<file path="config.mk">
export PLATFORM = sky130hd
export DESIGN_NAME = cbr_ctrl
export DESIGN_NICKNAME = d
export VERILOG_FILES = /design/src/rtl/conv2d_bias_relu_top_assert.svh /design/src/rtl/cbr_pkg.sv /design/src/rtl/cbr_ctrl.sv
export SDC_FILE = /design/constraint.sdc
export NUM_CORES = 1
export LEC_CHECK = 0
export BUFFER_PORTS_ARGS = -buffer_cell sky130_fd_sc_hd__buf_2
export CORE_MARGIN = 3
export CORE_UTILIZATION = 54
export DETAILED_ROUTE_END_ITERATION = 6
export GPL_TIMING_DRIVEN = 0
export PLACE_DENSITY = 0.95
export SYNTH_ARGS = -nofsm -noshare
export SYNTH_HDL_FRONTEND = slang
export SYNTH_SLANG_ARGS = --single-unit
</file>
<file path="constraint.sdc">
create_clock -name i_clk -period 2.85 [get_ports i_clk]
set_clock_uncertainty 0.2 [all_clocks]
set_input_delay 0.4275 -clock i_clk [delete_from_list [all_inputs] [get_ports i_clk]]
set_output_delay 0.4275 -clock i_clk [all_outputs]
set_load 0.05 [all_outputs]
</file>
<file path="src/rtl/conv2d_bias_relu_top_assert.svh">
// Assertion macros shared by the conv2d_bias_relu RTL.
// Included by files that assert; depends on nothing else.
`ifndef CONV2D_BIAS_RELU_TOP_ASSERT_SVH
`define CONV2D_BIAS_RELU_TOP_ASSERT_SVH

// Same-cycle implication under synchronous active-low reset
`define CBR_ASSERT_SAME(label, clk, rst_n, ante, cons, msg) \
    label: assert property (@(posedge clk) disable iff (!rst_n) (ante) |-> (cons)) \
        else $error(msg);

// Next-cycle implication under synchronous active-low reset
`define CBR_ASSERT_NEXT(label, clk, rst_n, ante, cons, msg) \
    label: assert property (@(posedge clk) disable iff (!rst_n) (ante) |=> (cons)) \
        else $error(msg);

`endif

</file>
<file path="src/rtl/cbr_pkg.sv">
// Package for conv2d_bias_relu: sizes, codes, command/status structs.
// No dependencies.
`default_nettype none
package cbr_pkg;

    localparam int MAX_WIDTH    = 64;
    localparam int MAX_HEIGHT   = 1024;
    localparam int MAX_KERNELS  = 8;
    localparam int MAX_KSIZE    = 5;
    localparam int WIN_N        = MAX_KSIZE * MAX_KSIZE;
    localparam int WSTORE_DEPTH = MAX_KERNELS * WIN_N;
    localparam int LSTORE_DEPTH = MAX_KSIZE * MAX_WIDTH;
    localparam int COL_W        = 6;
    localparam int ROW_W        = 10;
    localparam int KIDX_W       = 3;
    localparam int KS_W         = 3;
    localparam int WIN_W        = 5;
    localparam int WADDR_W      = 8;
    localparam int LADDR_W      = 9;
    localparam int ACC_W        = 40;
    localparam int CFG_IDX_W    = 3;
    localparam int CFG_DATA_W   = 11;

    typedef enum logic [1:0] {
        KIND_PIXEL  = 2'd0,
        KIND_WEIGHT = 2'd1,
        KIND_BIAS   = 2'd2
    } t_kind;

    typedef enum logic [CFG_IDX_W-1:0] {
        CFG_IMAGE_WIDTH   = 3'd0,
        CFG_IMAGE_HEIGHT  = 3'd1,
        CFG_KERNEL_WIDTH  = 3'd2,
        CFG_KERNEL_HEIGHT = 3'd3,
        CFG_KERNEL_COUNT  = 3'd4,
        CFG_BIAS_ENABLE   = 3'd5
    } t_cfg_idx;

    typedef struct packed {
        logic              in_ready;
        logic              fill_issue;
        logic              mac_issue;
        logic              load;
        logic              first_tap;
        logic              last_tap;
        logic              last_k;
        logic [KIDX_W-1:0] k;
        logic [KS_W-1:0]   ky;
        logic [KS_W-1:0]   kx;
    } t_cmd;

    typedef struct packed {
        logic            win_start;
        logic            acc_done;
        logic            out_free;
        logic [KS_W-1:0] kw;
        logic [KS_W-1:0] kh;
        logic [3:0]      kc;
    } t_stat;

    // Saturate to signed Q3.12
    function automatic logic signed [15:0] sat16(input logic signed [31:0] v);
        logic signed [15:0] r;
        if (v > 32'sd32767) begin
            r = 16'sh7FFF;
        end else if (v < -32'sd32768) begin
            r = 16'sh8000;
        end else begin
            r = v[15:0];
        end
        return r;
    endfunction

endpackage
`default_nettype wire

</file>
<file path="src/rtl/cbr_ctrl.sv">
// Sequencer of conv2d_bias_relu: window fill, per-kernel MAC taps, result load.
// Depends on cbr_pkg.
`default_nettype none
module cbr_ctrl import cbr_pkg::*; (
    input  wire logic  i_clk,
    input  wire logic  i_rst_n,
    input  wire t_stat i_stat,
    output t_cmd       o_cmd
);
    typedef enum logic [1:0] {ST_IDLE, ST_FILL, ST_MAC, ST_WAIT} t_state;

    t_state            r_state;
    logic [KIDX_W-1:0] r_k;
    logic [KS_W-1:0]   r_ky;
    logic [KS_W-1:0]   r_kx;
    logic              row_end;
    logic              last_tap;
    logic              last_k;
    logic              load;

    assign row_end  = (r_kx == i_stat.kw - 3'd1);
    assign last_tap = row_end && (r_ky == i_stat.kh - 3'd1);
    assign last_k   = ({1'b0, r_k} == i_stat.kc - 4'd1);
    assign load     = (r_state == ST_WAIT) && i_stat.acc_done && i_stat.out_free;

    // State and tap counters
    always_ff @(posedge i_clk) begin
        if (!i_rst_n) begin
            r_state <= ST_IDLE;
            r_k     <= '0;
            r_ky    <= '0;
            r_kx    <= '0;
        end else begin
            unique case (r_state)
                ST_IDLE: begin
                    if (i_stat.win_start) begin
                        r_state <= ST_FILL;
                        r_ky    <= '0;
                        r_kx    <= '0;
                    end
                end
                ST_FILL, ST_MAC: begin
                    if (last_tap) begin
                        r_ky    <= '0;
                        r_kx    <= '0;
                        if (r_state == ST_FILL) begin
                            r_k     <= '0;
                            r_state <= ST_MAC;
                        end else begin
                            r_state <= ST_WAIT;
                        end
                    end else if (row_end) begin
                        r_kx <= '0;
                        r_ky <= r_ky + 3'd1;
                    end else begin
                        r_kx <= r_kx + 3'd1;
                    end
                end
                ST_WAIT: begin
                    if (load) begin
                        if (last_k) begin
                            r_state <= ST_IDLE;
                        end else begin
                            r_k     <= r_k + 3'd1;
                            r_state <= ST_MAC;
                        end
                    end
                end
                default: r_state <= ST_IDLE;
            endcase
        end
    end

    // Decode commands
    always_comb begin
        o_cmd            = '0;
        o_cmd.in_ready   = (r_state == ST_IDLE);
        o_cmd.fill_issue = (r_state == ST_FILL);
        o_cmd.mac_issue  = (r_state == ST_MAC);
        o_cmd.load       = load;
        o_cmd.first_tap  = (r_kx == '0) && (r_ky == '0);
        o_cmd.last_tap   = last_tap;
        o_cmd.last_k     = last_k;
        o_cmd.k          = r_k;
        o_cmd.ky         = r_ky;
        o_cmd.kx         = r_kx;
    end
endmodule
`default_nettype wire

</file>
==> flow_summary.yaml, run 1 <==
critical_path:
  worst_ep_required_time_ns: 2.22
  worstPathMaxFanout: 4
  critPathArrivalTime_ns: 1.79
  start_kind: "input port"
  critPathCaptureType: "primary output"
  crit_type: "in2out"
clock_tree:
  cts_buffers: 3
  cts_hold_buf: 0
  cts_tree: "yes"
  cts_setup_buffers: 0
  cts-root-buf: "clkbuf_4"
  worstSkewPairLatency_ns: 0.27
  cts_resized: 0
  cts.sinks: 11
  clkTransAtPathRegs_ns: 0.07
  clock_path_buffers: 2
  cts-htree-levels: 1
global_route:
  grt_max_degree: 11
  overflow: 0
  first_global_vias: 898
  track_usage: 0.196
  grt_pass1_wl_mm: 3.74
  grt_antenna_before_repair: 0
yosys:
  syn_avg_cell_area_um2: 9.01
  synthCells: 111
  synth_top_family_by_area: "simple AND/OR/NAND/NOR gates"
  synthSimpleGateAreaFrac: 0.208
  synth_compound_area_frac: 0.145
  synth_cell_types: 43
  synthFlopType: "dfxtp_1"
  yosys_warnings: 0
  synthMuxAreaShare: 0.0300
  syn-num-nets: 139
  ys_seq_area_frac: 0.220
  synth-xor-area-share: 0.151
  synth_fa_ha_area_frac: 0.163
  synth_seq_cells: 11
  synth_enable_flop_cells: 0
  mappedNetlistArea_um2: 1000
  async_reset_ff_frac: 0
timing:
  relSlewSlack: 0.687
  fmax_mhz: 413
  min_period_over_period: 0.850
  rsz0062_at_grt: "no"
  min_period_ns: 2.42
  hold_viol_final: 0
  setup_viol: 0
  tns_ns: 0
  slew_violations: 0
  worst_pin_slew_ns: 0.469
  setup_ws_ns: 0.428
place:
  dp.cells: 165
  post-dp-hpwl_mm: 1.79
  routabilityCongestion: 0.784
  pre_cts_ws_ns: 0.426
  port_buffers: 30
drt:
  dr.pass1.iters: 4
  vias_per_cell: 5.38
  wl_per_cell_um: 12.8
  drtAntennaViolNets: 0
  vias: 909
  drc_errors: 0
  drt-initial-drc-count: 11
  finalWirelength_mm: 2.16
pwr:
  irDropWorstVdd_mv: 0.673
  powerDensity_nw_per_um2: 721
  p_leak_nw: 0.602
finish:
  antenna_cells: 0
  area_delta_synth_final_pct: 20.7
  fillerInstances: 127
  drive_above_1_share: 0.303
  nets: 174
  fin_cells: 169
die:
  fp.dieArea_um2: 2400
  initial_utilization: 0.614
  fp.dieH_um: 49.0
  die_x_um: 49.0
  std_cell_rows: 14
  ioPinCount: 31
  core_um2: 1630
min_path:
  hold_path.class: "in2reg"
run_status:
  status: "finished clean"
run:
  maxCapViolations: 0
==> placed cells by master, fill, tap and decap left out, types with 4 or more instances in the layout <==
cell type	instances
ha_1	13
xnor2_1	4
buf_2	30
dfxtp_1	11
nand2_1	8
inv_1	15
nor2_1	7
nand3b_1	4
==> cell families after synthesis <==
kind of cell             after synthesis
flip-flops                            11
buffers and inverters                 19
XOR/XNOR                              11
adder cells (fa/ha/maj)               13
AND/OR/NAND/NOR                       36
multiplexers                           3
AO/OA/AOI/OAI                         18
==> metrics by stage <==
step / hold WS (ns) / utilization / total power [W] / instance area [µm²]
global route: 0.326 / 0.740 / 0.000930 / 1210
finish: 0.308 / 0.740 / 0.000869 / 1210
detailed placement: 0.321 / 0.724 / 0.000764 / 1180
global placement: 0.294 / 0.724 / 0.000740 / 1180
CTS: 0.302 / 0.740 / 0.000875 / 1210
floorplan: 0.313 / - / 0.000655 / 1000
==> critical path: stages <==
cell	delay [ns]
buf_2	0.12
inv_1	0.05
ha_1	0.30
xnor2_1	0.13
nor3_1	0.24
o21a_1	0.19
buf_4	0.10
buf_2	0.24
==> power breakdown <==
part	leakage [nW]	switching, W	internal [W]
combinational	0.497	0.000371	0.000179
sequential	0.0892	0.0000334	0.000177
clock	0.0150	0.0000549	0.0000543
==> flip-flops by register name (all words and copies together) (netlist names) <==
signal,flops
r_ky,3
r_kx,3
r_k,3
r_state,2
==> synth_stat cells, types with 2 or more instances <==
library cell,instances,share of area
nor3_1,3,0.015
inv_1,15,0.056
nor2_1,7,0.026
nand3_1,2,0.010
a21oi_2,2,0.018
ha_1,13,0.16
xor2_1,3,0.026
o21a_1,2,0.015
dfxtp_1,11,0.22
nand2b_1,2,0.013
nand2_1,8,0.030
nand3b_1,4,0.030
a21oi_1,2,0.010
buf_4,3,0.023
mux2i_1,3,0.030
xnor2_1,4,0.035
==> per-layer routing <==
metal,share of wire,global-route usage
met2,0.50,0.339
met5,0,0
met1,0.39,0.227
met3,0.082,0.0489
met4,0.025,0.0806
==> worst paths after layout <==
check | start | end | slack [ns] | cells past startpoint
setup / recovery | i_stat[0] | o_cmd[9] | 0.43 | 8
hold / removal | i_rst_n | r_kx[2] | 0.31 | 3
setup reg to reg | r_state[0] | r_kx[0] | 0.79 | 6
hold reg to reg | r_k[1] | r_k[1] | 0.33 | 2
==> area by class of cell <==
type | count | area, µm² | share of cell area
well taps | 24 | 30.0 | 0.0249
clock buffers | 4 | 26.3 | 0.0218
multi-input cells | 81 | 697 | 0.578
repair buffers | 30 | 150 | 0.124
inverters | 15 | 56.3 | 0.0467
plain buffers | 4 | 26.3 | 0.0218
flip-flops and latches | 11 | 220 | 0.183
Power figures use the tool's default switching activity.
==> run 2: changes to the inputs <==
--- a/config.mk
+++ b/config.mk
@@ -7,10 +7,10 @@
 export LEC_CHECK = 0
 export BUFFER_PORTS_ARGS = -buffer_cell sky130_fd_sc_hd__buf_2
 export CORE_MARGIN = 3
-export CORE_UTILIZATION = 54
+export CORE_UTILIZATION = 50
 export DETAILED_ROUTE_END_ITERATION = 6
 export GPL_TIMING_DRIVEN = 0
-export PLACE_DENSITY = 0.95
+export PLACE_DENSITY = 0.9
 export SYNTH_ARGS = -nofsm -noshare
 export SYNTH_HDL_FRONTEND = slang
 export SYNTH_SLANG_ARGS = --single-unit
==> constraint.sdc (replaced) <==
create_clock -name i_clk -period 2.5 [get_ports i_clk]
set_clock_uncertainty 0.2 [all_clocks]
set_input_delay 0.375 -clock i_clk [delete_from_list [all_inputs] [get_ports i_clk]]
set_output_delay 0.375 -clock i_clk [all_outputs]
set_load 0.05 [all_outputs]
==> run 2 against run 1 <==
Total power increased by 15%. Count of clock-buffer cells in the layout did not move. Global-route usage down 0.87 points. Critical path depth is the same. Flip-flop and latch count unchanged. First-iteration DRC count rose by 82%. Hold slack got worse by 0.063 ns. Register-to-register slack worse by 0.40 ns. Utilization shrank 7.0 points. Design area is 0.10% higher. Non-clock buffer count unchanged. Largest power group unchanged.
==> flow_summary.yaml, run 2 (same netlist as run 1, synthesis figures left out) <==
run_status:
  status: "finished clean"
timing:
  hold_ws_ns: 0.245
  worst_pin_slew_ns: 0.491
  setup_viol: 0
  relSlewSlack: 0.672
  slew_violations: 0
  tns_ns: 0
  min_period_ns: 2.33
  hold_viol_final: 0
  fmax_mhz: 430
  min_period_over_period: 0.930
  rsz0062_at_grt: "no"
place:
  routabilityCongestion: 0.844
  dpl-instance-area_um2: 1180
  port_buffers: 30
  post-dp-hpwl_mm: 1.90
finish:
  drive_above_1_share: 0.303
  biggestRegsByFlops: "r_k: 3 flops, r_kx: 3 flops, r_ky: 3 flops"
  area_delta_synth_final_pct: 20.8
  post-route-util: 0.670
  nets: 174
  antenna_cells: 0
  most-common-layout-cells: "buf_2, inv_1, ha_1, dfxtp_1, nand2_1"
  design_area_um2: 1210
  fillerInstances: 168
  final_common_cell: "buf_2"
critical_path:
  worstPathMaxFanout: 4
  crit_type: "in2out"
  critPathCaptureType: "primary output"
  rr_worst_depth: 6
  critPathArrivalTime_ns: 1.75
  worst_ep_required_time_ns: 1.92
  start_kind: "input port"
drt:
  finalWirelength_mm: 2.27
  drtAntennaViolNets: 0
  drt-initial-drc-count: 20
  drc_errors: 0
  vias: 899
  wl_per_cell_um: 13.4
  vias_per_cell: 5.29
  dr.pass1.iters: 5
global_route:
  grt_antenna_before_repair: 0
  grt_max_degree: 11
  grt_pass1_wl_mm: 3.62
  first_global_vias: 877
  overflow: 0
  track_usage: 0.187
pwr:
  sw_frac_of_total: 0.533
  powerDensity_nw_per_um2: 830
  p_sw_w: 0.000535
  p_int_w: 0.000468
  p_leak_nw: 0.602
  irDropWorstVdd_mv: 0.621
  comb_power_share: 0.634
  clkPwrFrac: 0.128
  seqPwrFrac: 0.238
clock_tree:
  clock_path_buffers: 2
  cts_resized: 0
  cts_hold_buf: 0
  cts.sinks: 11
  cts-root-buf: "clkbuf_4"
  cts_setup_buffers: 0
  clkTransAtPathRegs_ns: 0.07
  cts_buffers: 3
  worstSkewPairLatency_ns: 0.28
  cts_tree: "yes"
  cts-htree-levels: 1
run:
  maxCapViolations: 0
die:
  fp.dieH_um: 50.7
  initial_utilization: 0.555
  std_cell_rows: 15
  ioPinCount: 31
  core_um2: 1800
  fp.dieArea_um2: 2570
  die_x_um: 50.7
min_path:
  hold_path.class: "in2reg"
  hold_depth: 3
[run 2: cell counts in the layout (fill, tap and decap cells not counted)]
Identical to the previous run, type by type.
[run 2: power by group through the flow]
| stage | clock network, W | registers (W) | logic, W |
|---|---|---|---|
| floorplan | 0 | 0.000294 | 0.000453 |
| global placement | 0 | 0.000241 | 0.000603 |
| detailed placement | 0 | 0.000243 | 0.000632 |
| CTS | 0.000129 | 0.000239 | 0.000634 |
| global route | 0.000139 | 0.000244 | 0.000682 |
| finish | 0.000128 | 0.000239 | 0.000636 |
[run 2: path summary, 6_finish.rpt]
path                            startpoint  endpoint  slack [ns]
worst max-delay path             i_stat[0]  o_cmd[9]        0.17
worst min-delay path               i_rst_n   r_kx[2]        0.25
worst max register to register  r_state[0]   r_ky[1]        0.39
worst min register to register      r_k[1]    r_k[1]        0.32
[run 2: per-layer routing]
layer	global-route usage	wire length (µm)	up-vias
met1	0.208	948	412
met3	0.0267	146	4
met5	0	0	-
li1	-	-	450
met2	0.346	1130	33
met4	0.0852	44	0
[run 2: cell type report]
type,instances,area [µm²],share of cell area
sequential,11,220,0.182
multi-input combinational,81,697,0.577
timing repair buffer,30,150,0.124
buffer,4,26.3,0.0218
clock buffer,4,26.3,0.0218
inverter,15,56.3,0.0466
tap,25,31.3,0.0259
[run 2: metrics by stage]
| stage | std cells | setup WS (ns) | power, W |
|---|---|---|---|
| floorplan | 111 | 0.0236 | 0.000747 |
| global placement | 166 | 0.219 | 0.000844 |
| detailed placement | 166 | 0.149 | 0.000875 |
| CTS | 170 | 0.149 | 0.00100 |
| global route | 170 | 0.0474 | 0.00106 |
| finish | 170 | 0.174 | 0.00100 |
[run 2: critical path, stage by stage]
cell	delay, ns
buf_2	0.12
inv_1	0.05
ha_1	0.30
xnor2_1	0.13
nor3_1	0.24
o21a_1	0.19
buf_4	0.11
buf_2	0.24
